$ cat src/rtl/bitmap_slot_allocator_macros.svh
`ifndef BITMAP_SLOT_ALLOCATOR_MACROS_SVH
`define BITMAP_SLOT_ALLOCATOR_MACROS_SVH

// Same-cycle implication, disabled while reset is held.
`define BSA_ASSERT_SAME(label, ante, cons, msg) \
    label: assert property (@(posedge i_clk) disable iff (!i_rst_n) (ante) |-> (cons)) \
        else $error(msg);

// Next-cycle implication, disabled while reset is held.
`define BSA_ASSERT_NEXT(label, ante, cons, msg) \
    label: assert property (@(posedge i_clk) disable iff (!i_rst_n) (ante) |=> (cons)) \
        else $error(msg);

`endif

$ cat src/rtl/bsa_pkg.sv
package bsa_pkg;

    localparam int WORD_BITS   = 32;
    localparam int BIT_W       = $clog2(WORD_BITS);
    localparam int SLOT_BYTES  = 16;
    localparam int SLOT_SHIFT  = $clog2(SLOT_BYTES);
    localparam int POOL_W      = 11;
    localparam int POOL_MAX    = (1 << POOL_W) - 1;
    localparam int SIZE_W      = 16;
    localparam int IN_OFF_W    = 16;
    localparam int OFFSET_W    = 14;
    localparam int AVAIL_W     = 15;

    localparam logic [POOL_W-1:0] POOL_RESET = 11'd1024;

    localparam logic [1:0] ACT_ALLOC = 2'd0;
    localparam logic [1:0] ACT_FREE  = 2'd1;
    localparam logic [1:0] ACT_QUERY = 2'd2;

    typedef enum logic [2:0] {
        STS_OK        = 3'd0,
        STS_BAD_SIZE  = 3'd1,
        STS_FULL      = 3'd2,
        STS_RANGE     = 3'd3,
        STS_NOT_ALLOC = 3'd4
    } t_status;

    typedef enum logic [1:0] {
        S_IDLE,
        S_SCAN,
        S_FREE,
        S_DONE
    } t_state;

    typedef struct packed {
        logic [1:0]          action;
        logic [SIZE_W-1:0]   request_size;
        logic [IN_OFF_W-1:0] byte_offset;
    } t_req;

    typedef struct packed {
        t_status             status;
        logic [OFFSET_W-1:0] slot_offset;
        logic [AVAIL_W-1:0]  available_bytes;
    } t_resp;

endpackage

$ cat src/rtl/bsa_bitmap_ram.sv
module bsa_bitmap_ram
    import bsa_pkg::*;
#(
    parameter int DEPTH = 32,
    parameter int AW    = 5
) (
    input  logic                 i_clk,
    input  logic                 i_rst_n,
    input  logic [AW-1:0]        i_rd_addr,
    output logic [WORD_BITS-1:0] o_rd_data,
    input  logic                 i_wr_en,
    input  logic [AW-1:0]        i_wr_addr,
    input  logic [WORD_BITS-1:0] i_wr_data
);

    logic [WORD_BITS-1:0] r_mem [DEPTH];
    logic [DEPTH-1:0]     r_valid;
    logic [WORD_BITS-1:0] r_rd_data;
    logic                 r_rd_valid;

    // A word never written since reset reads as all free.
    always_ff @(posedge i_clk) begin
        if (!i_rst_n) begin
            r_valid <= '0;
        end else if (i_wr_en) begin
            r_valid[i_wr_addr] <= 1'b1;
        end
    end

    always_ff @(posedge i_clk) begin
        if (i_wr_en) begin
            r_mem[i_wr_addr] <= i_wr_data;
        end
        r_rd_data  <= r_mem[i_rd_addr];
        r_rd_valid <= r_valid[i_rd_addr];
    end

    assign o_rd_data = r_rd_valid ? r_rd_data : '0;

endmodule

$ cat src/rtl/bsa_word_pick.sv
module bsa_word_pick
    import bsa_pkg::*;
(
    input  logic [WORD_BITS-1:0] i_word,
    input  logic                 i_is_last,
    input  logic [BIT_W-1:0]     i_pool_lo,
    output logic                 o_found,
    output logic [BIT_W-1:0]     o_bit
);

    logic [WORD_BITS-1:0] keep;
    logic [WORD_BITS-1:0] busy;

    // In the last word of the pool, treat slots past the end as taken.
    always_comb begin
        if (i_pool_lo == '0) begin
            keep = '1;
        end else begin
            keep = (WORD_BITS'(1) << i_pool_lo) - WORD_BITS'(1);
        end
        busy = i_is_last ? (i_word | ~keep) : i_word;
    end

    // Lowest zero bit wins.
    always_comb begin
        o_found = 1'b0;
        o_bit   = '0;
        for (int i = WORD_BITS - 1; i >= 0; i--) begin
            if (!busy[i]) begin
                o_found = 1'b1;
                o_bit   = BIT_W'(i);
            end
        end
    end

endmodule

$ cat src/rtl/bitmap_slot_allocator.sv
// Slot allocator over a pool of 16-byte slots, one bitmap bit per slot.
// Request channel (i_in_valid/o_in_ready, i_in): allocate, free or query.
// Response channel (o_out_valid/i_out_ready, o_out): one beat per request,
// carrying status, granted byte offset and the free bytes after the request.
// Config channel (i_cfg_valid/o_cfg_ready, i_cfg_pool_slots): pool size in
// slots; always ready, write it only while no request is outstanding.
// Steps from acceptance to response valid:
//   query or rejected request: straight to the done state
//   free: one bitmap word read, then write back
//   allocate: one scan step per bitmap word read until the first word with a
//   free slot in the pool, at most ceil(pool_slots / 32) words, 32 for a
//   1024-slot pool.
//   The bitmap RAM port reads one word a cycle.
// One request is in flight at a time; the next is accepted once the response
// has moved into the output register, even if the receiver has not taken it.
// A stalled receiver holds the response beat and, behind it, at most one
// finished request; the request channel then stays not ready.
// Reset clears the bitmap at once through per-word valid flags (no clearing
// pass), zeroes the allocation count and sets the pool to 1024 slots.
`include "bitmap_slot_allocator_macros.svh"

module bitmap_slot_allocator
    import bsa_pkg::*;
#(
    parameter int MAX_SLOTS = 1024
) (
    input  logic              i_clk,
    input  logic              i_rst_n,
    input  logic              i_in_valid,
    output logic              o_in_ready,
    input  t_req              i_in,
    output logic              o_out_valid,
    input  logic              i_out_ready,
    output t_resp             o_out,
    input  logic              i_cfg_valid,
    output logic              o_cfg_ready,
    input  logic [POOL_W-1:0] i_cfg_pool_slots
);

    // The pool register cannot name more than POOL_MAX slots.
    localparam int USE_SLOTS = (MAX_SLOTS < POOL_MAX) ? MAX_SLOTS : POOL_MAX;
    localparam int DEPTH     = (USE_SLOTS + WORD_BITS - 1) / WORD_BITS;
    localparam int AW        = (DEPTH > 1) ? $clog2(DEPTH) : 1;
    localparam int FS_W      = IN_OFF_W - SLOT_SHIFT;

    t_state               r_state, n_state;
    logic [AW-1:0]        r_chk, n_chk;
    logic [AW-1:0]        r_last, n_last;
    logic [BIT_W-1:0]     r_bit, n_bit;
    t_status              r_status, n_status;
    logic [OFFSET_W-1:0]  r_slot_off, n_slot_off;
    logic [POOL_W-1:0]    r_count, n_count;
    logic [POOL_W-1:0]    r_pool;
    logic                 r_out_valid;
    t_resp                r_out;

    logic                 in_fire;
    logic                 out_free;
    logic [POOL_W-1:0]    pool_eff;
    logic [POOL_W-1:0]    pool_m1;
    logic [FS_W-1:0]      free_slot;
    logic                 free_ok;
    logic [POOL_W-1:0]    free_cnt;
    logic [AVAIL_W-1:0]   avail;

    logic [AW-1:0]        rd_addr;
    logic [WORD_BITS-1:0] rd_data;
    logic                 mem_we;
    logic [WORD_BITS-1:0] wr_data;
    logic                 pick_found;
    logic [BIT_W-1:0]     pick_bit;
    logic                 chk_last;

    assign o_in_ready  = (r_state == S_IDLE);
    assign in_fire     = i_in_valid && o_in_ready;
    assign out_free    = !r_out_valid || i_out_ready;
    assign o_out_valid = r_out_valid;
    assign o_out       = r_out;
    assign o_cfg_ready = 1'b1;

    assign pool_eff  = (r_pool > POOL_W'(USE_SLOTS)) ? POOL_W'(USE_SLOTS) : r_pool;
    assign pool_m1   = pool_eff - POOL_W'(1);
    assign free_slot = i_in.byte_offset[IN_OFF_W-1:SLOT_SHIFT];
    assign free_ok   = (i_in.byte_offset[SLOT_SHIFT-1:0] == '0)
                    && (free_slot < FS_W'(pool_eff));
    assign chk_last  = (r_chk == r_last);
    assign free_cnt  = (pool_eff > r_count) ? (pool_eff - r_count) : '0;
    assign avail     = AVAIL_W'({free_cnt, {SLOT_SHIFT{1'b0}}});

    bsa_bitmap_ram #(
        .DEPTH (DEPTH),
        .AW    (AW)
    ) u_ram (
        .i_clk     (i_clk),
        .i_rst_n   (i_rst_n),
        .i_rd_addr (rd_addr),
        .o_rd_data (rd_data),
        .i_wr_en   (mem_we),
        .i_wr_addr (r_chk),
        .i_wr_data (wr_data)
    );

    bsa_word_pick u_pick (
        .i_word    (rd_data),
        .i_is_last (chk_last),
        .i_pool_lo (pool_eff[BIT_W-1:0]),
        .o_found   (pick_found),
        .o_bit     (pick_bit)
    );

    // Next state.
    always_comb begin
        n_state = r_state;
        unique case (r_state)
            S_IDLE: begin
                if (in_fire) begin
                    if (i_in.action == ACT_ALLOC && i_in.request_size != '0
                            && pool_eff != '0) begin
                        n_state = S_SCAN;
                    end else if (i_in.action == ACT_FREE && free_ok) begin
                        n_state = S_FREE;
                    end else begin
                        n_state = S_DONE;
                    end
                end
            end
            S_SCAN: begin
                if (pick_found || chk_last) begin
                    n_state = S_DONE;
                end
            end
            S_FREE: n_state = S_DONE;
            S_DONE: begin
                if (out_free) begin
                    n_state = S_IDLE;
                end
            end
            default: n_state = S_IDLE;
        endcase
    end

    // Datapath and RAM control.
    always_comb begin
        n_chk      = r_chk;
        n_last     = r_last;
        n_bit      = r_bit;
        n_status   = r_status;
        n_slot_off = r_slot_off;
        n_count    = r_count;
        rd_addr    = r_chk + AW'(1);
        mem_we     = 1'b0;
        wr_data    = rd_data;
        unique case (r_state)
            S_IDLE: begin
                if (in_fire) begin
                    n_status   = STS_OK;
                    n_slot_off = '0;
                    if (i_in.action == ACT_ALLOC) begin
                        rd_addr = '0;
                        n_chk   = '0;
                        n_last  = pool_m1[BIT_W +: AW];
                        if (i_in.request_size == '0) begin
                            n_status = STS_BAD_SIZE;
                        end else if (pool_eff == '0) begin
                            n_status = STS_FULL;
                        end
                    end else if (i_in.action == ACT_FREE) begin
                        rd_addr = free_slot[BIT_W +: AW];
                        n_chk   = free_slot[BIT_W +: AW];
                        n_bit   = free_slot[BIT_W-1:0];
                        if (!free_ok) begin
                            n_status = STS_RANGE;
                        end
                    end
                end
            end
            S_SCAN: begin
                n_chk = r_chk + AW'(1);
                if (pick_found) begin
                    n_chk      = r_chk;
                    mem_we     = 1'b1;
                    wr_data    = rd_data | (WORD_BITS'(1) << pick_bit);
                    n_count    = r_count + POOL_W'(1);
                    n_slot_off = OFFSET_W'({r_chk, pick_bit, {SLOT_SHIFT{1'b0}}});
                end else if (chk_last) begin
                    n_status = STS_FULL;
                end
            end
            S_FREE: begin
                if (rd_data[r_bit]) begin
                    mem_we  = 1'b1;
                    wr_data = rd_data & ~(WORD_BITS'(1) << r_bit);
                    if (r_count != '0) begin
                        n_count = r_count - POOL_W'(1);
                    end
                end else begin
                    n_status = STS_NOT_ALLOC;
                end
            end
            S_DONE: begin
                n_chk = r_chk;
            end
            default: begin
                n_chk = r_chk;
            end
        endcase
    end

    always_ff @(posedge i_clk) begin
        if (!i_rst_n) begin
            r_state     <= S_IDLE;
            r_count     <= '0;
            r_pool      <= POOL_RESET;
            r_out_valid <= 1'b0;
        end else begin
            r_state <= n_state;
            r_count <= n_count;
            if (i_cfg_valid && o_cfg_ready) begin
                r_pool <= i_cfg_pool_slots;
            end
            if (r_state == S_DONE && out_free) begin
                r_out_valid <= 1'b1;
            end else if (i_out_ready) begin
                r_out_valid <= 1'b0;
            end
        end
    end

    always_ff @(posedge i_clk) begin
        r_chk      <= n_chk;
        r_last     <= n_last;
        r_bit      <= n_bit;
        r_status   <= n_status;
        r_slot_off <= n_slot_off;
        if (r_state == S_DONE && out_free) begin
            r_out.status          <= r_status;
            r_out.slot_offset     <= r_slot_off;
            r_out.available_bytes <= avail;
        end
    end

    `BSA_ASSERT_NEXT(a_alloc_count, mem_we && r_state == S_SCAN,
        r_count == $past(r_count) + POOL_W'(1), "grant did not bump the count")
    `BSA_ASSERT_NEXT(a_free_count, mem_we && r_state == S_FREE,
        r_count == $past(r_count) - POOL_W'(1), "release did not drop the count")
    `BSA_ASSERT_NEXT(a_bad_size, in_fire && i_in.action == ACT_ALLOC && i_in.request_size == '0,
        r_state == S_DONE && r_status == STS_BAD_SIZE, "zero-size allocate not rejected")
    `BSA_ASSERT_SAME(a_out_from_done, $rose(o_out_valid),
        $past(r_state == S_DONE), "response beat raised outside the done state")

endmodule
$ cat config.mk
export PLATFORM = sky130hd
export DESIGN_NAME = bitmap_slot_allocator
export DESIGN_NICKNAME = d
export VERILOG_FILES = /design/src/rtl/bsa_pkg.sv /design/src/rtl/bsa_bitmap_ram.sv /design/src/rtl/bsa_word_pick.sv /design/src/rtl/bitmap_slot_allocator.sv
export VERILOG_INCLUDE_DIRS = /design/src /design/src/rtl
export SDC_FILE = /design/constraint.sdc
export NUM_CORES = 1
export LEC_CHECK = 0
export BUFFER_PORTS_ARGS = -buffer_cell sky130_fd_sc_hd__buf_2
export CAP_MARGIN = 20
export CORE_ASPECT_RATIO = 1.75
export CORE_UTILIZATION = 33
export DETAILED_ROUTE_END_ITERATION = 12
export GPL_TIMING_DRIVEN = 0
export MAX_ROUTING_LAYER = met4
export PLACE_DENSITY_LB_ADDON = 0.2
export SLEW_MARGIN = 20
export SYNTH_ARGS = -nofsm -noshare
export SYNTH_HDL_FRONTEND = slang
export SYNTH_SLANG_ARGS = --single-unit
export TNS_END_PERCENT = 20
$ cat constraint.sdc
create_clock -name i_clk -period 9.85 [get_ports i_clk]
set_input_delay 0.4925 -clock i_clk [delete_from_list [all_inputs] [get_ports i_clk]]
set_output_delay 0.4925 -clock i_clk [all_outputs]
set_load 0.005 [all_outputs]
# Word level (Yosys, flattened, before mapping)

Memories as Yosys holds them, arrays and structs flattened. A register that Yosys moved wholly into a read port is not among the register bits.
Index checks and enable logic that the tools add are counted.

$add $sub $neg: 6
$lt $le $gt $ge: 7
Equality and inequality tests: 15
Shift operators: 3
Muxes and demuxes: 116
Bitwise gates (word level): 7
Reduce and logical (&&, ||, !) cells: 30

Operator list:

| operator              | count |
|---|---|
| $mux 5                | 40 |
| $mux 32               | 5 |
| $or 32x32->32         | 3 |
| $shl 1x5->32 const A  | 3 |
| $not 32->32           | 2 |
| $pmux 32 s2           | 1 |
| $mux 11               | 4 |
| $mux 1                | 42 |
| $and 32x32->32        | 1 |
| $sub 32x2->32 const B | 1 |
| $mux 14               | 2 |
| $pmux 14 s2           | 1 |
| $pmux 11 s2           | 1 |
| $reduce_bool 11->1    | 2 |
| $lt 5x6->1 const B    | 3 |
| $logic_not 16->1      | 1 |
| $mux 2                | 8 |
| $ne 2x2->1 const B    | 8 |
| $reduce_bool 16->1    | 1 |
| $mux 3                | 5 |
| $lt 12x11->1          | 1 |
| $reduce_and 4->1      | 3 |
| $add 11x1->11 const B | 1 |
| $gt 11x11->1          | 1 |
| 29 further kinds      | 44 |

Register bits: 118
Memory bits (writable): 1024
Input port bits: 50
Output and inout bits: 35
Logic and storage cells: 199
Memories: 1

Memories:

| memory      | depth | bits a word | read ports | clocked after Yosys merged registers in | write ports | RTL line             | text |
|---|---|---|---|---|---|---|---|
| u_ram.r_mem | 32    | 32          | 1          | 1                                       | 1           | bsa_bitmap_ram.sv:16 | `logic [WORD_BITS-1:0] r_mem [DEPTH];` |

# Longest topological paths before layout

Gate-level depths: netlist (run 1).

Depth in word-level cells: 44
Gate-level depth with buffers: 17
Gate-level depth less buffers: 14

# Modules after synthesis

A second synthesis (run 1) with hierarchy kept.

Cells, all modules: 3275
Area, all modules: 49165.9 um^2

By module, submodules not included:

| module                | times used | cells each | area each (um^2) | seq. area each (um^2) |
|---|---|---|---|---|
| bsa_bitmap_ram        | 1          | 2402       | 41962.7          | 32050.7 |
| bitmap_slot_allocator | 1          | 657        | 5794.3           | 2062.0 |
| bsa_word_pick         | 1          | 216        | 1408.9           | 0.0 |

# Worst setup path after synthesis (run 1)

Ideal clock, no wire load.

Path kind: reg-to-reg
Start: register r_pool[10]
End: memory u_ram.r_mem[22][0], enable pin
Setup time: 0.421 ns
Arrival: 4.769 ns
Required time: 9.429 ns
Slack: 4.659 ns
Stages on the path, launching flop included: 18
Buffers on the path: 5
Period minus slack after synthesis: 5.191 ns
Cells stage by stage: dfxtp_1 buf_2 inv_1 clkbuf_1 buf_1 nand4_1 ha_1 clkbuf_1 o221ai_2 a21oi_2 nand2_1 o31ai_1 nor3b_2 and4bb_1 o21ai_1 nand2_1 buf_2 nor2_1

Word-level cells in the longest chain between the ends: 44
Elaborated cells between the ends (all ways): 45
Classes of those cells: add/sub: 1; order compare: 1; shift: 1; mux: 39; bitwise: 2; reduce/logical: 1

Ends and longest elaborated chain:

| what                             | RTL line                     | text |
|---|---|---|
| from (decl)                      | bitmap_slot_allocator.sv:53  | `logic [POOL_W-1:0] r_pool;` |
| from (signal assigned)           | bitmap_slot_allocator.sv:219 | `r_pool <= i_cfg_pool_slots;` |
| $gt 11x11->1 (*)                 | bitmap_slot_allocator.sv:81  | `assign pool_eff = (r_pool > POOL_W'(USE_SLOTS)) ? POOL_W'(USE_SLOTS) : r_pool;` |
| $mux 11 (*)                      | bitmap_slot_allocator.sv:81  |  |
| $shl 1x5->32                     | bsa_word_pick.sv:19          | `keep = (WORD_BITS'(1) << i_pool_lo) - WORD_BITS'(1);` |
| $sub 32x2->32                    | bsa_word_pick.sv:19          |  |
| $mux 32 (*)                      | bsa_word_pick.sv:16          | `if (i_pool_lo == '0) begin` |
| $not 32->32 (*)                  | bsa_word_pick.sv:21          | `busy = i_is_last ? (i_word \| ~keep) : i_word;` |
| $or 32x32->32 (*)                | bsa_word_pick.sv:21          |  |
| $mux 32 (*)                      | bsa_word_pick.sv:21          |  |
| $mux 1 (31 in series)            | bsa_word_pick.sv:29          | `if (!busy[i]) begin` |
| $mux 1 (*)                       | bsa_word_pick.sv:29          |  |
| $mux 1 (*)                       | bitmap_slot_allocator.sv:179 | `if (pick_found) begin` |
| $pmux 1 s2 (*)                   | bitmap_slot_allocator.sv:153 | `unique case (r_state)` |
| $mux 1 (*)                       | bsa_bitmap_ram.sv:31         | `if (i_wr_en) begin` |
| $mux 1 (not written as such) (*) | bsa_bitmap_ram.sv:32         | `r_mem[i_wr_addr] <= i_wr_data;` |
| to (decl)                        | bsa_bitmap_ram.sv:16         |  |

Mark *: on every way between the ends. The rest lies on a longest branch, timed or not.

# Worst setup path after layout (run 1)

Start: register r_pool[10]
End: memory u_ram.r_mem[9][15] (data pin)

Word-level cells in the longest chain between the ends: 44
Elaborated cells between the ends (all ways): 77
Classes of those cells: add/sub: 1; order compare: 1; shift: 2; mux: 69; bitwise: 3; reduce/logical: 1

Ends and longest elaborated chain:

| what                    | RTL line                     | text |
|---|---|---|
| $gt 11x11->1 (*)        | bitmap_slot_allocator.sv:81  |  |
| $mux 11 (*)             | bitmap_slot_allocator.sv:81  |  |
| $shl 1x5->32            | bsa_word_pick.sv:19          |  |
| $sub 32x2->32           | bsa_word_pick.sv:19          |  |
| $mux 32 (*)             | bsa_word_pick.sv:16          |  |
| $not 32->32 (*)         | bsa_word_pick.sv:21          |  |
| $or 32x32->32 (*)       | bsa_word_pick.sv:21          |  |
| $mux 32 (*)             | bsa_word_pick.sv:21          |  |
| $mux 5 (32 in series)   | bsa_word_pick.sv:29          |  |
| $shl 1x5->32            | bitmap_slot_allocator.sv:182 | `wr_data = rd_data \| (WORD_BITS'(1) << pick_bit);` |
| $or 32x32->32           | bitmap_slot_allocator.sv:182 |  |
| $mux 32 (*)             | bitmap_slot_allocator.sv:179 |  |
| $pmux 32 s2 (*)         | bitmap_slot_allocator.sv:153 |  |
| via u_ram.i_wr_data[15] | bsa_bitmap_ram.sv:13         | `input logic [WORD_BITS-1:0] i_wr_data` |

Mark *: on every way through the listed nets, which the timed path passes. The rest lies on a longest branch.

==> impl_metrics.env, run 1 <==
export IMPL_startpoint="r_pool[10]$_SDFFE_PN1P_"
export IMPL_worstMarginPinSlew_ns=1.25
export IMPL_p_leak_nw=19.4
export IMPL_cpLargestDelayFamily="compound AO/OA/AOI/OAI gates"
export IMPL_synth_flop_cell="edfxtp_1"
export IMPL_setup_tns_ns=0
export IMPL_overflow=0
export IMPL_slew_headroom_pct=16.2
export IMPL_dp_hpwl_um=132000
export IMPL_drive_above_1_share_pct=12.6
export IMPL_yosysSeqAreaShare_pct=68.2
export IMPL_fp_dieW_um=296
export IMPL_path_buf_inv=6
export IMPL_fin_hold_ws_ns=-0.00326
export IMPL_die_height_um=517
export IMPL_slowest_stage="a211oi_1"
export IMPL_synth_warnings=0
export IMPL_grt_max_degree=33
export IMPL_wl_per_cell_um=29.0
export IMPL_cts_sinks=1166
export IMPL_fin_area_um2=59200
export IMPL_power_density_nw_per_um2=321
export IMPL_core_area_um2=150000
export IMPL_end_kind="flip-flop"
export IMPL_layout_nets=4140
export IMPL_synth_distinct_cells=93
export IMPL_cts_tree="done"
export IMPL_fin_skew_ns=0.0470
export IMPL_crit_chain="buf_2, inv_1, clkbuf_1, buf_1, nand4_1, ha_1, clkbuf_1, o221ai_2, a21oi_2, nand2_1, o31ai_1, o21ai_0, a211oi_1, o221a_2, nand2_1, o22ai_4, buf_12"
export IMPL_drt_iter0_markers=2485
export IMPL_total_power_mw=19.0
export IMPL_wl_um=178000
export IMPL_synth_edff_count=1076
export IMPL_antenna_found_initial=8
export IMPL_post_cts_buffers=0
export IMPL_syn_area_um2=50000
export IMPL_cts_made_buffers=101
export IMPL_timing_reg2reg_setup_slack_ns=2.83
export IMPL_dieArea_um2=153000
export IMPL_initial_core_util_pct=33.3
export IMPL_ff2ff_path_depth=17
export IMPL_timing_final_crit_share_pct=71.3
export IMPL_violations="design-rule violations, negative hold slack"
export IMPL_grt_pass1_vias=33700
export IMPL_min_path_type="in2reg"
export IMPL_synth_avg_cell_area_um2=13.3
export IMPL_cts_root_buf="clkbuf_16"
export IMPL_cts_buffer_depth=3
export IMPL_antenna_left=0
export IMPL_io_pins=85
export IMPL_crit_cells=17
export IMPL_drc_errors=2
export IMPL_ys_top_cells_by_area="edfxtp_1 65%, a211oi_1 7.6%, dfxtp_1 3.6%, nand2_1 3.1%, mux2i_1 3.0%"
export IMPL_insertion_delay_ns=0.75
export IMPL_ys_seq_elements=1166
export IMPL_slew_violations=0
export IMPL_cp_data_arrival_time_ns=7.57
export IMPL_worst_path_largest_cell_delay_ns=0.90
export IMPL_path_max_fanout=17
export IMPL_post_drt_via_cell_ratio=5.45
export IMPL_grt_pass1_wl_um=249000
export IMPL_io_buffers=73
export IMPL_clkSlewWorstSetupHoldPaths_ns=0.07
export IMPL_required_ns=10.40
export IMPL_holdPathStages=3
export IMPL_maxCapViolations=0
export IMPL_setup_viol=0
export IMPL_criticalPathCategory="reg2reg"
export IMPL_synth_top_cell_by_area="edfxtp_1"
export IMPL_async_flop_share_pct=0
export IMPL_std_cell_rows=188
export IMPL_period_needed_ns=7.02
export IMPL_hold_violations=1
export IMPL_num_vias=33400
export IMPL_rsz0062_at_grt="no"
export IMPL_fmax_ghz=0.142
export IMPL_startpoint_type="flip-flop"
export IMPL_min_from="i_cfg_pool_slots[0]"
export IMPL_outcome="finished with violations"
export IMPL_r2r_start="r_pool[10]$_SDFFE_PN1P_"
export IMPL_htreeDepth=3
export IMPL_track_usage_pct=23.9
export IMPL_place_area_um2=55500
export IMPL_syn_to_final_growth_pct=18.5
export IMPL_synth_top_area_share_pct=64.6
export IMPL_place_congestion=1.02
export IMPL_syn_inst=3768
export IMPL_drtPass1Iterations=10
export IMPL_ir_worst_vdd_uv=167
[registers in the layout (all words and copies together), names as in the netlist, 10 cells and up]
signal	count
o_out	24
r_count	11
r_pool	11
r_slot_off	10
u_ram.r_mem	1024
u_ram.r_rd_data	32
u_ram.r_valid	32
[worst min-delay path, cell delays in order]
cell and delay (ns):
buf_2 0.08, mux2i_1 0.06, nor2_1 0.08
[final cells by class]
type | instances | area, um^2
fillers | 14300 | 90800
inverters | 47 | 176
plain buffers | 288 | 1190
flip-flops and latches | 1166 | 34100
repair buffers | 170 | 2300
diodes | 5 | 12.5
clock buffers | 123 | 2820
well taps | 1995 | 2500
clock inverters | 67 | 751
multi-input cells | 2274 | 15400
[routing by layer]
layer,vias up,share of wire [%],track usage (%),wire length (um)
li1,15000,-,-,-
met1,16900,36,24.5,63100
met2,1166,51,41.2,90300
met3,400,4.4,3.06,7910
met4,0,9.2,18.7,16400
met5,-,0,-,0
[kinds of logic after synthesis]
family,Yosys count,share of synthesized area (%)
compound gates,1078,14.8
fa+ha+maj,43,1.10
xor+xnor,23,0.403
buf+inv,335,2.69
other cells,2,0.0150
simple gates,966,9.58
mux,155,3.20
flops,1166,68.2
[metrics by stage]
| step | cells | setup slack, ns | util, % |
|---|---|---|---|
| floorplan | 3775 | 4.66 | - |
| global placement | 5843 | -0.640 | 35.2 |
| detailed placement | 5928 | 3.00 | 37.0 |
| CTS | 6128 | 2.97 | 39.4 |
| global route | 6134 | 2.64 | 39.5 |
| finish | 6135 | 2.83 | 39.5 |
[path summary, 6_finish.rpt]
path	end
worst min-delay path	r_pool[0]$_SDFFE_PN0P_
worst max register to register	u_ram.r_mem[9][15]$_DFFE_PP_
worst min register to register	o_out[20]$_DFFE_PP_
worst max-delay path	u_ram.r_mem[9][15]$_DFFE_PP_
[layout by cell type, fill, tap and decap left out, types with 32 or more instances in the layout]
cell type | Yosys | final
nor2b_1 | 150 | 149
a21o_1 | 54 | 54
mux2i_1 | 151 | 151
clkbuf_1 | 223 | 213
nor2_1 | 96 | 64
nor2_4 | 0 | 32
clkbuf_16 | 0 | 106
buf_16 | 0 | 43
nand3_1 | 42 | 42
a211oi_1 | 507 | 482
a21oi_1 | 158 | 158
ha_1 | 40 | 40
buf_2 | 21 | 95
inv_1 | 47 | 47
a31oi_1 | 143 | 143
and2_1 | 154 | 154
nand2_1 | 413 | 412
o21ai_0 | 83 | 81
dfxtp_1 | 90 | 90
edfxtp_1 | 1076 | 1076
[cells in the mapped netlist (18+ instances only)]
cell type and number:
a211oi_1 507, a21o_1 54, a21oi_1 158, a31oi_1 143
and2_1 154, buf_1 30, buf_2 21, clkbuf_1 223
dfxtp_1 90, edfxtp_1 1076, ha_1 40, inv_1 47
mux2i_1 151, nand2_1 413, nand3_1 42, nor2_1 96
nor2b_1 150, nor3_1 19, o21ai_0 83, o21ai_1 18
o22ai_1 21
[what timing repair did]
| action | in CTS | in global routing |
|---|---|---|
| gates resized for setup | 0 | 0 |
| hold buffers | 10 | 0 |
| endpoints found under the hold margin | 10 | 0 |
[power breakdown]
part           leakage [nW]  switching (mW)  internal, mW  total (mW)
sequential             10.7           0.162          6.27        6.43
clock                  1.75            1.90          2.42        4.32
combinational          6.98            5.95          2.29        8.24
(Power assumes the default switching activity.)
==> run 2: changes to the inputs <==
--- a/config.mk
+++ b/config.mk
@@ -6,6 +6,7 @@
 export SDC_FILE = /design/constraint.sdc
 export NUM_CORES = 1
 export LEC_CHECK = 0
+export ABC_AREA = 1
 export BUFFER_PORTS_ARGS = -buffer_cell sky130_fd_sc_hd__buf_2
 export CAP_MARGIN = 20
 export CORE_ASPECT_RATIO = 1.75
==> constraint.sdc (replaced) <==
create_clock -name i_clk -period 6.9 [get_ports i_clk]
set_input_delay 0.345 -clock i_clk [delete_from_list [all_inputs] [get_ports i_clk]]
set_output_delay 0.345 -clock i_clk [all_outputs]
set_load 0.005 [all_outputs]
==> run 2 against run 1 <==
Against the previous run: the run now ends clean; clock power is 42% higher; sequential share of layout area is 1.4 points higher; wire length is 6.8% higher; utilization hardly changed; final area is 2.4% lower; critical endpoint is now u_ram.r_mem[31][11]$_DFFE_PP_; largest power group unchanged; highest routed layer unchanged.
==> impl_metrics.env, run 2 <==
export IMPL_outcome="finished clean"
export IMPL_p_switching_mw=12.3
export IMPL_clkSlewWorstSetupHoldPaths_ns=0.07
export IMPL_cts_buffer_depth=3
export IMPL_top_regs="u_ram.r_mem: 1024 flops, u_ram.r_rd_data: 32 flops, u_ram.r_valid: 32 flops"
export IMPL_track_usage_pct=26.0
export IMPL_hold_violations=0
export IMPL_routed_top_layer="met4"
export IMPL_die_height_um=510
export IMPL_antenna_found_initial=9
export IMPL_syn_area_um2=48600
export IMPL_synthTopCellsByCount="1,076 x edfxtp_1, 696 x nor2_1, 609 x o21ai_0"
export IMPL_num_vias=35200
export IMPL_timing_reg2reg_setup_slack_ns=0.59
export IMPL_p_comb_share_pct=44.3
export IMPL_dp_hpwl_um=141000
export IMPL_overflow=0
export IMPL_period_needed_ns=6.31
export IMPL_r2r_start="r_pool[3]$_SDFFE_PN0P_"
export IMPL_end_kind="flip-flop"
export IMPL_place_inst=6066
export IMPL_worstMarginPinSlew_ns=1.31
export IMPL_cts_resized_gates=0
export IMPL_drt_iter0_markers=3164
export IMPL_antenna_left=0
export IMPL_timing_final_crit_share_pct=91.5
export IMPL_slew_headroom_pct=12.3
export IMPL_synth_top_area_share_pct=66.5
export IMPL_synth_warnings=0
export IMPL_cts_root_buf="clkbuf_16"
export IMPL_wl_per_cell_um=30.2
export IMPL_cts_tree="done"
export IMPL_wl_um=190000
export IMPL_setup_tns_ns=0
export IMPL_drive_above_1_share_pct=10.1
export IMPL_fin_skew_ns=0.0435
export IMPL_yosysMostFrequentCell="edfxtp_1"
export IMPL_htreeDepth=3
export IMPL_cts_made_buffers=104
export IMPL_worst_path_largest_cell_delay_ns=0.67
export IMPL_p_leak_nw=19.2
export IMPL_ff2ff_path_depth=34
export IMPL_layout_commonest_cell="edfxtp_1"
export IMPL_m1WireLength_um=62500
export IMPL_top_register="u_ram.r_mem"
export IMPL_ys_top_cells_by_area="edfxtp_1 66%, o21ai_0 6.3%, nor2_1 5.4%, o221ai_1 4.2%, dfxtp_1 3.7%"
export IMPL_insertion_delay_ns=0.77
export IMPL_holdPathStages=3
export IMPL_fin_cells=6294
export IMPL_rsz0062_at_grt="no"
export IMPL_layout_nets=4411
export IMPL_fp_dieW_um=292
export IMPL_largest_reg_flops=1024
export IMPL_initial_core_util_pct=33.2
export IMPL_criticalPathCategory="reg2reg"
export IMPL_synth_avg_cell_area_um2=12.1
export IMPL_syn_inst=4020
export IMPL_hold_end="r_chk[4]$_DFFE_PP_"
export IMPL_grt_pass1_wl_um=263000
export IMPL_ir_worst_vdd_uv=272
export IMPL_wl_met2_um=98800
export IMPL_dieArea_um2=149000
export IMPL_n_fill_cell=14000
export IMPL_drtPass1Iterations=6
export IMPL_p_int_mw=15.6
export IMPL_synth_distinct_cells=56
export IMPL_yosysSeqAreaShare_pct=70.2
export IMPL_met3_length_um=9740
export IMPL_synth_flop_cell="edfxtp_1"
export IMPL_place_area_um2=54000
export IMPL_grt_max_degree=33
export IMPL_async_flop_share_pct=0
export IMPL_cts_sinks=1166
export IMPL_maxCapViolations=0
export IMPL_fin_area_um2=57800
export IMPL_startpoint_type="flip-flop"
export IMPL_cp_data_arrival_time_ns=6.90
export IMPL_setup_viol=0
export IMPL_drc_errors=0
export IMPL_min_path_type="in2reg"
export IMPL_slew_violations=0
export IMPL_slowest_stage="o21ai_4"
export IMPL_switching_share_pct=44.0
export IMPL_final_cell_mix="1,076 x edfxtp_1, 664 x nor2_1, 600 x o21ai_0, 294 x nand2_1, 255 x clkbuf_1"
export IMPL_io_buffers=74
export IMPL_place_congestion=0.992
export IMPL_io_pins=85
export IMPL_std_cell_rows=186
export IMPL_syn_to_final_growth_pct=18.9
export IMPL_path_max_fanout=17
export IMPL_synth_edff_count=1076
export IMPL_power_density_nw_per_um2=483
export IMPL_core_area_um2=146000
export IMPL_fmax_ghz=0.158
export IMPL_multi_input_area_um2=13400
export IMPL_clockPowerShare_pct=22.0
export IMPL_r2r_end="u_ram.r_mem[31][11]$_DFFE_PP_"
export IMPL_required_ns=7.48
export IMPL_grt_pass1_vias=35200
export IMPL_post_drt_via_cell_ratio=5.58
export IMPL_pwr_share_seq_pct=33.7
export IMPL_ys_seq_elements=1166
export IMPL_min_from="i_in[13]"
export IMPL_synth_top_cell_by_area="edfxtp_1"
export IMPL_regArea_um2=34100
-- run 2: area by class of cell --
type,instances,share of cell area (%)
clock buffer,139,4.99
tap,1880,4.07
antenna,10,0.0433
sequential,1166,59.0
multi-input combinational,2420,23.2
clock inverter,52,1.14
timing repair buffer,186,4.58
inverter,172,1.12
buffer,269,1.85
-- run 2: layer usage --
layer	vias to the layer above	track usage, %
met5	-	-
met4	0	22.6
met3	475	3.35
met2	1410	46.1
met1	17700	24.7
li1	15600	-
-- run 2: worst max-delay path, delay by kind of cell, from the launching register on --
family,cells,cell delay [ns]
buffers and inverters,7,1.18
flip-flops,1,0.39
AND/OR/NAND/NOR,17,2.51
AO/OA/AOI/OAI,9,1.74
adder cells (fa/ha/maj),1,0.26
-- run 2: what timing repair did --
item | in CTS | in global routing
endpoints found under the hold margin | 20 | 0
hold buffers | 26 | 0
setup buffers | 0 | 0
-- run 2: metrics by stage --
| stage | power [mW] | hold WS (ns) | utilization, % | setup slack (ns) |
|---|---|---|---|---|
| 2_1_floorplan | 15.0 | 0.400 | - | 1.69 |
| 4_1_cts | 27.8 | 0.000597 | 39.5 | 0.666 |
| 5_1_grt | 28.7 | 0.0748 | 39.5 | 0.280 |
| 3_3_place_gp | 20.7 | 0.402 | 35.1 | -4.19 |
| 3_5_place_dp | 21.7 | 0.405 | 36.9 | 0.722 |
| 6_report | 27.9 | 0.0401 | 39.5 | 0.588 |
-- run 2: worst max-delay path by stage --
| stage | from | end | slack [ns] | depth (start not counted) |
|---|---|---|---|---|
| 6_report | r_pool[3]$_SDFFE_PN0P_ | u_ram.r_mem[31][11]$_DFFE_PP_ | 0.59 | 34 |
| 5_1_grt | r_pool[3]$_SDFFE_PN0P_ | u_ram.r_mem[26][11]$_DFFE_PP_ | 0.28 | 34 |
| 4_1_cts | r_pool[3]$_SDFFE_PN0P_ | u_ram.r_mem[29][11]$_DFFE_PP_ | 0.67 | 34 |
| 3_5_place_dp | r_pool[10]$_SDFFE_PN1P_ | u_ram.r_mem[12][13]$_DFFE_PP_ | 0.72 | 27 |
| 3_3_place_gp | r_pool[3]$_SDFFE_PN0P_ | u_ram.r_mem[30][19]$_DFFE_PP_ | -4.19 | 31 |
| 2_1_floorplan | r_pool[3]$_SDFFE_PN0P_ | u_ram.r_mem[0][19]$_DFFE_PP_ | 1.69 | 31 |
-- run 2: cell families after synthesis --
family | count (synthesis) | share of synthesized area, %
AND/OR/NAND/NOR | 1187 | 9.95
flip-flops | 1166 | 70.2
AO/OA/AOI/OAI | 1161 | 14.9
buffers and inverters | 441 | 3.50
adder cells (fa/ha/maj) | 42 | 1.11
XOR/XNOR | 21 | 0.378
other | 2 | 0.0154
-- run 2: power by group through the flow --
stage | clock, mW | combinational [mW] | sequential (mW)
after CTS | 6.22 | 12.2 | 9.39
after floorplan | 0 | 5.47 | 9.50
after global routing | 6.46 | 12.8 | 9.42
final | 6.15 | 12.4 | 9.40
after global placement | 0 | 11.0 | 9.76
after detailed placement | 0 | 12.1 | 9.54
